**src/sv/mlsw_pkg.sv**
```systemverilog
// ----------------------------------------------------------------------------
// mlsw_pkg
// Shared types and constants for the learning switch MAC table.
// ----------------------------------------------------------------------------
`default_nettype none
package mlsw_pkg;
    localparam int NUM_PORTS_DEF     = 8;
    localparam int TABLE_ENTRIES_DEF = 64;
    localparam int CFG_IDX_W         = 2;
    localparam int CFG_DATA_W        = 32;

    localparam logic [CFG_IDX_W-1:0] REG_AGING = 2'd0;
    localparam logic [CFG_IDX_W-1:0] REG_CTRL  = 2'd1;
    localparam logic [CFG_IDX_W-1:0] REG_DATA  = 2'd2;

    localparam logic [1:0] ACT_FORWARD = 2'd0;
    localparam logic [1:0] ACT_FLOOD   = 2'd1;
    localparam logic [1:0] ACT_DROP    = 2'd2;

    // classified command from front to back
    typedef enum logic [1:0] {
        CMD_DROP = 2'd0,
        CMD_TICK = 2'd1,
        CMD_DATA = 2'd2
    } t_cmd;

    typedef struct packed {
        t_cmd        cmd;
        logic [3:0]  in_port;
        logic [47:0] src_mac;
        logic [47:0] dst_mac;
    } t_job;
endpackage
`default_nettype wire

```
**src/sv/mlsw_front.sv**
```systemverilog
// ----------------------------------------------------------------------------
// mlsw_front
// Accepts headers, classifies them, and queues jobs for the table engine.
// ----------------------------------------------------------------------------
`default_nettype none
module mlsw_front #(
    parameter int NUM_PORTS = mlsw_pkg::NUM_PORTS_DEF
) (
    input  wire logic                i_clk,
    input  wire logic                i_rst_n,
    input  wire logic                push,
    output logic                     full,
    input  wire logic [3:0]          i_in_port,
    input  wire logic [47:0]         i_src_mac,
    input  wire logic [47:0]         i_dst_mac,
    input  wire logic [15:0]         i_frame_type,
    input  wire logic [15:0]         i_ctrl_code,
    input  wire logic [15:0]         i_data_code,
    output logic                     o_job_valid,
    output mlsw_pkg::t_job           o_job,
    input  wire logic                i_job_take
);
    import mlsw_pkg::*;

    t_job       r_q [2];
    logic       r_wp, r_rp;
    logic [1:0] r_cnt;
    t_job       w_job;

    // classification
    always_comb begin
        w_job.in_port = i_in_port;
        w_job.src_mac = i_src_mac;
        w_job.dst_mac = i_dst_mac;
        if (i_frame_type == i_ctrl_code) begin
            w_job.cmd = CMD_TICK;
        end else if (i_frame_type == i_data_code && i_in_port != 4'd0 &&
                     i_in_port <= 4'(NUM_PORTS)) begin
            w_job.cmd = CMD_DATA;
        end else begin
            w_job.cmd = CMD_DROP;
        end
    end

    assign full        = (r_cnt == 2'd2);
    assign o_job_valid = (r_cnt != 2'd0);
    assign o_job       = r_q[r_rp];

    // two-entry job queue
    always_ff @(posedge i_clk) begin
        if (push && !full) begin
            r_q[r_wp] <= w_job;
        end
        if (!i_rst_n) begin
            r_wp <= 1'b0; r_rp <= 1'b0; r_cnt <= 2'd0;
        end else begin
            if (push && !full) r_wp <= ~r_wp;
            if (i_job_take)    r_rp <= ~r_rp;
            r_cnt <= r_cnt + 2'((push && !full) ? 1 : 0) - 2'(i_job_take ? 1 : 0);
        end
    end
endmodule
`default_nettype wire

```
**config.mk**
```make
export PLATFORM = sky130hd
export DESIGN_NAME = mlsw_front
export DESIGN_NICKNAME = d
export VERILOG_FILES = /design/src/sv/mlsw_pkg.sv /design/src/sv/mlsw_front.sv
export SDC_FILE = /design/constraint.sdc
export NUM_CORES = 1
export LEC_CHECK = 0
export ABC_AREA = 1
export BUFFER_PORTS_ARGS = -buffer_cell sky130_fd_sc_hd__buf_2
export CAP_MARGIN = 20
export CORE_MARGIN = 5
export CORE_UTILIZATION = 38
export DETAILED_ROUTE_END_ITERATION = 6
export PLACE_DENSITY = 0.74
export SLEW_MARGIN = 10
export SYNTH_ARGS = -nofsm -noshare
export SYNTH_HDL_FRONTEND = slang
export SYNTH_SLANG_ARGS = --single-unit
```
**constraint.sdc**
```tcl
create_clock -name i_clk -period 15.02 [get_ports i_clk]
set_input_delay 2.253 -clock i_clk [delete_from_list [all_inputs] [get_ports i_clk]]
set_output_delay 2.253 -clock i_clk [all_outputs]
set_load 0.01 [all_outputs]
```
# Word-level counts from Yosys, hierarchy flattened
# Memories as Yosys holds them, arrays and structs flattened. A register that Yosys moved wholly into a read port is not among the register bits.
# Cells that the tools add are included.
[op_classes] shifts=0 bitwise=2 add_sub_neg=2 n_lt_le_gt_ge=1 div=0 n_eq_ne=3 multipliers=0 n_mux=8 reduce_logical=6
[ops] operator="equality test 16 bit" count=2
[ops] operator="2-to-1 mux 1 bit" count=6
[ops] operator="less-or-equal comparator 4 bit, second input constant" count=1
[ops] operator="2-to-1 mux 2 bit" count=2
[ops] operator="nonzero test 4 bit" count=1
[ops] operator="logical AND 1 bit" count=3
[ops] operator="adder 2 x 1 -> 2 bit" count=1
[ops] operator="equality test 2 bit, second input constant" count=1
[ops] operator="inverter 1 bit" count=2
[ops] operator="nonzero test 2 bit" count=1
[ops] operator="subtractor 2 x 1 -> 2 bit" count=1
[ops] operator="logical NOT 1 bit" count=1
[totals] n_memories=1 rom_bits=0 input_bits=152 ram_bits=204 register_bits=4 latchBits=0
[mem_list] memory="r_q" words=2 width=102 rd=1 rd_ports_with_merged_regs=1 wr=1 line="mlsw_front.sv:25" text="t_job r_q [2];"

# Longest topological paths before layout
# Gate-level depths: netlist of run 1.
[depth] word_depth=6 mapped_depth=8 depth_no_buf=8

# Least setup slack after synthesis of run 1
# No wires, ideal clock.
[synth_timing] path_kind="in2reg" start="input push" end="memory r_q[0][0] (netlist name), enable pin" setup_time_ns=0.563 setup_slack_ns=7.882 required_time_ns=14.457 t_arrival_ns=6.575 path_stages=2 cell_sequence="o21ai_2 > nor2_1"
[synth_via] elab_chain_cells=3
[synth_rtl] element="from (decl)" line="mlsw_front.sv:11" text="input wire logic push,"
[synth_rtl] element="logical AND 1 bit" line="mlsw_front.sv:51" text="if (push && !full) begin"
[synth_rtl] element="2-to-1 mux 1 bit" line="mlsw_front.sv:51"
[synth_rtl] element="2-to-1 mux 1 bit (implied by the code)" line="mlsw_front.sv:52" text="r_q[r_wp] <= w_job;"
[synth_rtl] element="to (decl)" line="mlsw_front.sv:25"
# Every way passes these cells.

==> results.sh, run 1 <==
export IMPL_ir_drop_mv=0.0667
export IMPL_ys_ff_latch=209
export IMPL_clock_path_buffers=3
export IMPL_fin_nets=897
export IMPL_cp_max_fo=58
export IMPL_rows=54
export IMPL_hold_viol=0
export IMPL_finalClockSkew_ns=0.00591
export IMPL_grt_max_degree=63
export IMPL_grt_pass1_vias=4920
export IMPL_slew_viol_final=0
export IMPL_grt_ovfl_total=0
export IMPL_ys_types=20
export IMPL_grt_pass1_wl_um=25800
export IMPL_cap_violations=0
export IMPL_die_area_um2=25300
export IMPL_cp_end_kind="primary output"
export IMPL_syn_num_nets=624
export IMPL_start_kind="flip-flop"
export IMPL_fin_ws_ns=9.92
export IMPL_path_clk_slew_ns=0.06
export IMPL_wire_per_inst_um=16.2
export IMPL_cts_tree="yes"
export IMPL_r2r_setup_slack_ns=13.25
export IMPL_drt_iter0_drc=140
export IMPL_cts_resized=0
export IMPL_run_status="complete, no violations"
export IMPL_p_per_area_nw_per_um2=134
export IMPL_ys_seq_area_share_pct=73.6
export IMPL_place_ws_ns=10.34
export IMPL_vias=4700
export IMPL_design_core_area_um2=21900
export IMPL_drive_gt1_share_pct=52.4
export IMPL_cts_sinks=209
export IMPL_num_antenna_cells=0
export IMPL_clk_latency_ns=0.48
export IMPL_slew_headroom_pct=33.0
export IMPL_fp_dieW_um=159
export IMPL_grt_antenna_before_repair=5
export IMPL_final_instance_count_excl_fill=1036
export IMPL_syn_inst=470
export IMPL_finalCriticalPeriod_ns=5.10
export IMPL_hold_path_end="r_rp"
export IMPL_grt_use_total_pct=12.5
export IMPL_cts_root_buf="clkbuf_16"
export IMPL_io_buffers=255
export IMPL_area_delta_synth_final_pct=26.8
export IMPL_arrival_ns=2.84
export IMPL_rsz0062_at_grt="no"
export IMPL_worstReg2RegEnd="r_q[0][48]"
export IMPL_max_freq_mhz=196
export IMPL_ff2ff_path_depth=4
export IMPL_drt_pass1_iter_count=4
export IMPL_cts_made_buffers=22
export IMPL_cts_hold_buffers=0
export IMPL_worst_r2r_startpoint="r_cnt[1]"
export IMPL_dp_cells=999
export IMPL_hold_start="r_rp"
export IMPL_setup_tns_ns=0
export IMPL_setup_viol=0
export IMPL_avgSynthCellArea_um2=18.0
export IMPL_postCtsSetupRepairBufs=0
export IMPL_ios=256
export IMPL_fin_crit_sh_pct=33.9
export IMPL_routed_wl_um=16700
export IMPL_hold_class="reg2reg"
export IMPL_die_h_um=159
export IMPL_leakage_nw=4.45
export IMPL_gp_congestion=0.802
export IMPL_tightest_slew_ns=1.01
export IMPL_ant_nets=0
export IMPL_critical_path_class="reg2out"
export IMPL_nFillCells=1915
export IMPL_routed_via_density=4.54
export IMPL_initial_core_util_pct=38.6
export IMPL_hpwl_um=12000
export IMPL_cp_required_ns=12.77
export IMPL_h_tree_depth=1
export IMPL_drcViolationCount=0
export IMPL_yosysWarnings=0
export IMPL_syn_cell_area_um2=8460
export IMPL_hold_path_cell_count=2
[layout by cell type (no fill, tap or decap), types with 2 or more instances in the layout]
cell and count:
buf_2 255, edfxtp_1 204, mux2_4 80, nand2_1 59
inv_1 33, nor2_1 26, clkbuf_16 23, mux2_2 22
xnor2_1 16, clkbuf_1 6, buf_4 5, dfxtp_1 4
clkinv_2 3, nor2_4 2, o21ai_0 2, a21oi_1 2
ha_1 2, clkinv_1 2, bufinv_16 2
[where the power goes]
part | total [mW] | internal [mW] | leakage (nW) | switching [mW]
combinational | 0.202 | 0.0981 | 2.17 | 0.104
clock | 0.512 | 0.313 | 0.334 | 0.200
sequential | 0.724 | 0.706 | 1.95 | 0.0175
[flip-flops by register name, summed over array words and instances (netlist names), named ones only]
register	flops
r_cnt	2
r_wp	1
r_rp	1
r_q	204
[cell type report]
type	instances	area (um^2)	share of cell area (%)
sequential	209	6230	58.1
inverter	33	124	1.16
clock inverter	8	90.1	0.840
clock buffer	29	598	5.58
tap	280	350	3.27
multi-input combinational	217	2020	18.8
timing repair buffer	260	1310	12.3
[stage by stage]
step | cell area [um^2] | hold slack (ns) | util [%] | power [mW]
5_1_grt | 10700 | 0.534 | 49.0 | 1.50
2_1_floorplan | 8460 | 0.459 | - | 0.862
6_report | 10700 | 0.504 | 49.0 | 1.44
3_5_place_dp | 10000 | 0.497 | 45.8 | 0.943
3_3_place_gp | 10000 | 0.476 | 45.8 | 0.937
4_1_cts | 10700 | 0.510 | 49.0 | 1.46
[cells in the mapped netlist]
master    number  area share [%]
edfxtp_1     204              72
mux2_4        80              14
nand2_1       59             2.6
inv_1         33             1.5
nor2_1        28             1.2
mux2_2        22             2.9
xnor2_1       16             1.7
buf_6          8             1.1
dfxtp_1        5             1.2
a21oi_1        2            0.12
buf_2          2            0.12
ha_1           2            0.30
o21ai_0        2            0.12
buf_4          1           0.089
nand3_1        1           0.059
nand4_1        1           0.074
nor3_1         1           0.059
o21ai_2        1            0.10
or2_2          1           0.074
xor2_1         1            0.10
[routing by layer]
metal / share of wire (%) / track usage (%) / vias up
li1: - / - / 2253
met1: 38 / 14.2 / 2207
met2: 50 / 22.0 / 191
met3: 8.9 / 4.22 / 39
met4: 2.6 / 4.34 / 10
met5: 0.28 / 0 / -
[critical path, cell delays in order (launching register included)]
cell     delay, ns
dfxtp_4       0.86
buf_4         0.91
mux2_2        0.42
buf_2         0.14
[logic make-up after synthesis]
logic type	share of synthesized area, %
multiplexers	17.1
flip-flops	73.6
AND/OR/NAND/NOR	4.13
XOR/XNOR	1.76
AO/OA/AOI/OAI	0.340
buffers and inverters	2.74
adder cells (fa/ha/maj)	0.296
[how the worst max path moves through the flow]
stage           endpoint  slack (ns)  cells after the start
4_1_cts        o_job[13]        9.81                      3
5_1_grt        o_job[12]        9.76                      3
6_report       o_job[13]        9.92                      3
3_3_place_gp   o_job[13]       10.37                      3
3_5_place_dp   o_job[13]       10.34                      3
2_1_floorplan  r_q[0][0]        7.88                      2
Note: power is estimated with default switching activity, not from simulation.
==> inputs of run 2 (changes only) <==
--- a/config.mk
+++ b/config.mk
@@ -5,13 +5,13 @@
 export SDC_FILE = /design/constraint.sdc
 export NUM_CORES = 1
 export LEC_CHECK = 0
-export ABC_AREA = 1
+export ABC_AREA = 0
 export BUFFER_PORTS_ARGS = -buffer_cell sky130_fd_sc_hd__buf_2
 export CAP_MARGIN = 20
 export CORE_MARGIN = 5
 export CORE_UTILIZATION = 38
 export DETAILED_ROUTE_END_ITERATION = 6
-export PLACE_DENSITY = 0.74
+export PLACE_DENSITY = 0.75
 export SLEW_MARGIN = 10
 export SYNTH_ARGS = -nofsm -noshare
 export SYNTH_HDL_FRONTEND = slang
==> constraint.sdc (replaced) <==
create_clock -name i_clk -period 4.7 [get_ports i_clk]
set_input_delay 0.705 -clock i_clk [delete_from_list [all_inputs] [get_ports i_clk]]
set_output_delay 0.705 -clock i_clk [all_outputs]
set_load 0.01 [all_outputs]
==> results.sh, run 2 <==
export IMPL_synthTopCellsByCount="edfxtp_1, mux2_2, xnor2_1"
export IMPL_ys_top_cells_by_area="edfxtp_1, mux2_2, xnor2_1"
export IMPL_syn_num_nets=539
export IMPL_grt_ovfl_total=0
export IMPL_critical_path_class="reg2out"
export IMPL_grt_antenna_before_repair=4
export IMPL_synth_top_area_cell="edfxtp_1"
export IMPL_switching_share_pct=24.2
export IMPL_drive_gt1_share_pct=60.5
export IMPL_routed_wl_um=16400
export IMPL_holdWs_ns=0.390
export IMPL_syn_cell_area_um2=7980
export IMPL_cts_hold_buffers=0
export IMPL_gp_congestion=0.806
export IMPL_fp_dieW_um=155
export IMPL_cts_tree="yes"
export IMPL_start_kind="flip-flop"
export IMPL_cts_root_buf="clkbuf_16"
export IMPL_power_mw=5.06
export IMPL_ant_nets=0
export IMPL_vias=4361
export IMPL_syn_inst=385
export IMPL_tightest_slew_ns=0.980
export IMPL_cts_made_buffers=22
export IMPL_synth_top_area_share_pct=76.8
export IMPL_r2r_setup_slack_ns=2.58
export IMPL_fin_nets=812
export IMPL_reg_largest_list="r_q x204, r_cnt x2"
export IMPL_grt_pass1_vias=4708
export IMPL_place_area_um2=9590
export IMPL_setup_viol=0
export IMPL_ios=256
export IMPL_regMostFlops="r_q"
export IMPL_final_common_cell="buf_2"
export IMPL_power_frac_clock_pct=34.7
export IMPL_yosysWarnings=0
export IMPL_fin_area_um2=10300
export IMPL_die_area_um2=24000
export IMPL_ys_types=20
export IMPL_leakage_nw=3.91
export IMPL_worstPathCellList="buf_4, mux2_2, buf_2"
export IMPL_critPathCapture="o_job[25]"
export IMPL_hold_class="in2reg"
export IMPL_largest_register_ffs=204
export IMPL_cap_violations=0
export IMPL_cts_sinks=209
export IMPL_crit_slowest_cell="dfxtp_4"
export IMPL_slew_viol_final=0
export IMPL_cp_max_fo=70
export IMPL_design_core_area_um2=20800
export IMPL_cts_resized=0
export IMPL_top_layer="met5"
export IMPL_p_per_area_nw_per_um2=489
export IMPL_slew_headroom_pct=34.7
export IMPL_synth_top_flop_cell="edfxtp_1"
export IMPL_arrival_ns=2.45
export IMPL_h_tree_depth=1
export IMPL_grt_pass1_wl_um=24700
export IMPL_grt_max_degree=103
export IMPL_run_status="complete, no violations"
export IMPL_fin_crit_sh_pct=67.2
export IMPL_clk_latency_ns=0.49
export IMPL_comb_power_share_pct=16.4
export IMPL_drt_iter0_drc=143
export IMPL_ys_seq_area_share_pct=78.0
export IMPL_io_buffers=255
export IMPL_wl_met3_um=1520
export IMPL_ff2ff_path_depth=3
export IMPL_hpwl_um=11500
export IMPL_worstReg2RegEnd="r_q[1][77]"
export IMPL_wire_per_inst_um=17.3
export IMPL_max_freq_mhz=317
export IMPL_clock_path_buffers=3
export IMPL_hold_viol=0
export IMPL_cpLargestDelayFamily="flip-flops"
export IMPL_ir_drop_mv=0.586
export IMPL_finalCriticalPeriod_ns=3.16
export IMPL_area_delta_synth_final_pct=29.6
export IMPL_cpPeakStageDelay_ns=1.00
export IMPL_synth_edf_count=204
export IMPL_synth_most_common_cell="edfxtp_1"
export IMPL_ys_ff_latch=209
export IMPL_rows=53
export IMPL_async_flop_share_pct=0
export IMPL_cp_depth=3
export IMPL_grt_use_total_pct=13.1
export IMPL_drt_pass1_iter_count=4
export IMPL_setup_tns_ns=0
export IMPL_layout_cells_most_common_list="buf_2, edfxtp_1, mux2_2"
export IMPL_finalClockSkew_ns=0.0108
export IMPL_switchingPower_mw=1.22
export IMPL_drcViolationCount=0
export IMPL_cp_num_buf_inv=2
export IMPL_die_h_um=155
export IMPL_seqPwrFrac_pct=48.9
export IMPL_worst_r2r_startpoint="r_cnt[0]"
export IMPL_path_clk_slew_ns=0.06
export IMPL_postCtsSetupRepairBufs=0
export IMPL_rsz0062_at_grt="no"
export IMPL_met1_length_um=6210
export IMPL_internal_power_mw=3.84
export IMPL_cp_required_ns=3.99
export IMPL_initial_core_util_pct=38.3
export IMPL_wl_met2_um=8300
export IMPL_routed_via_density=4.61
export IMPL_cp_end_kind="primary output"
export IMPL_fin_util_pct=49.7
export IMPL_avgSynthCellArea_um2=20.7
## run 2: changes by cell type in the layout (fill, tap and decap cells not counted), sizes merged, moves of 5 or more
cell and change:
xor2 +17, clkbuf -6, nor4 +5, nor2 -27, inv -30, nand2 -58
and2 +5
## run 2: cells by family (layout without fill, tap and decap cells)
logic type	Yosys count	in the layout	synth area share, %
adder cells (fa/ha/maj)	2	2	0.313
multiplexers	102	102	14.4
XOR/XNOR	37	37	4.06
buffers and inverters	13	299	1.03
other	0	1	0
flip-flops	209	209	78.0
AND/OR/NAND/NOR	22	22	2.19
## run 2: cell type report
class	count	area, um^2
Fill cell	1767	10500
Clock inverter	14	193
Timing Repair Buffer	260	1330
Sequential cell	209	6230
Inverter	2	7.51
Antenna cell	1	2.50
Tap cell	275	344
Multi-Input combinational cell	163	1690
Clock buffer	23	554
## run 2: through the flow
step                      worst slack [ns]  std cells
final                                 1.54        947
after global placement                2.06        909
after detailed placement              2.00        909
after floorplan                      0.810        385
after CTS                             1.47        946
after global routing                  1.38        947
## run 2: worst reg2reg max path: cells and delay by family (launching register included)
family        cells  cell delay [ns]
buf+inv           1             0.48
flops             1             0.34
simple gates      2             0.94
## run 2: power groups by stage
stage / clock network, mW / registers, mW / logic (mW)
4_1_cts: 1.81 / 2.48 / 0.851
3_5_place_dp: 0 / 2.52 / 0.846
3_3_place_gp: 0 / 2.51 / 0.835
2_1_floorplan: 0 / 2.49 / 0.499
6_report: 1.76 / 2.47 / 0.828
5_1_grt: 1.90 / 2.50 / 0.903
## run 2: routing by layer
| metal | GRT usage (%) | up-vias |
|---|---|---|
| li1 | - | 2043 |
| met3 | 4.48 | 31 |
| met4 | 3.91 | 4 |
| met2 | 23.1 | 204 |
| met1 | 15.0 | 2079 |
| met5 | 0 | - |
## run 2: worst min-delay path by stage
stage / start / endpoint / slack [ns] / depth (start not counted)
finish: i_src_mac[17] / r_q[0][65] / 0.39 / 1
CTS: i_src_mac[17] / r_q[0][65] / 0.37 / 1
detailed placement: r_rp / flip-flop / 0.57 / 2
floorplan: r_rp / flip-flop / 0.55 / 2
global route: i_src_mac[45] / r_q[0][93] / 0.36 / 1
global placement: r_rp / flip-flop / 0.56 / 2
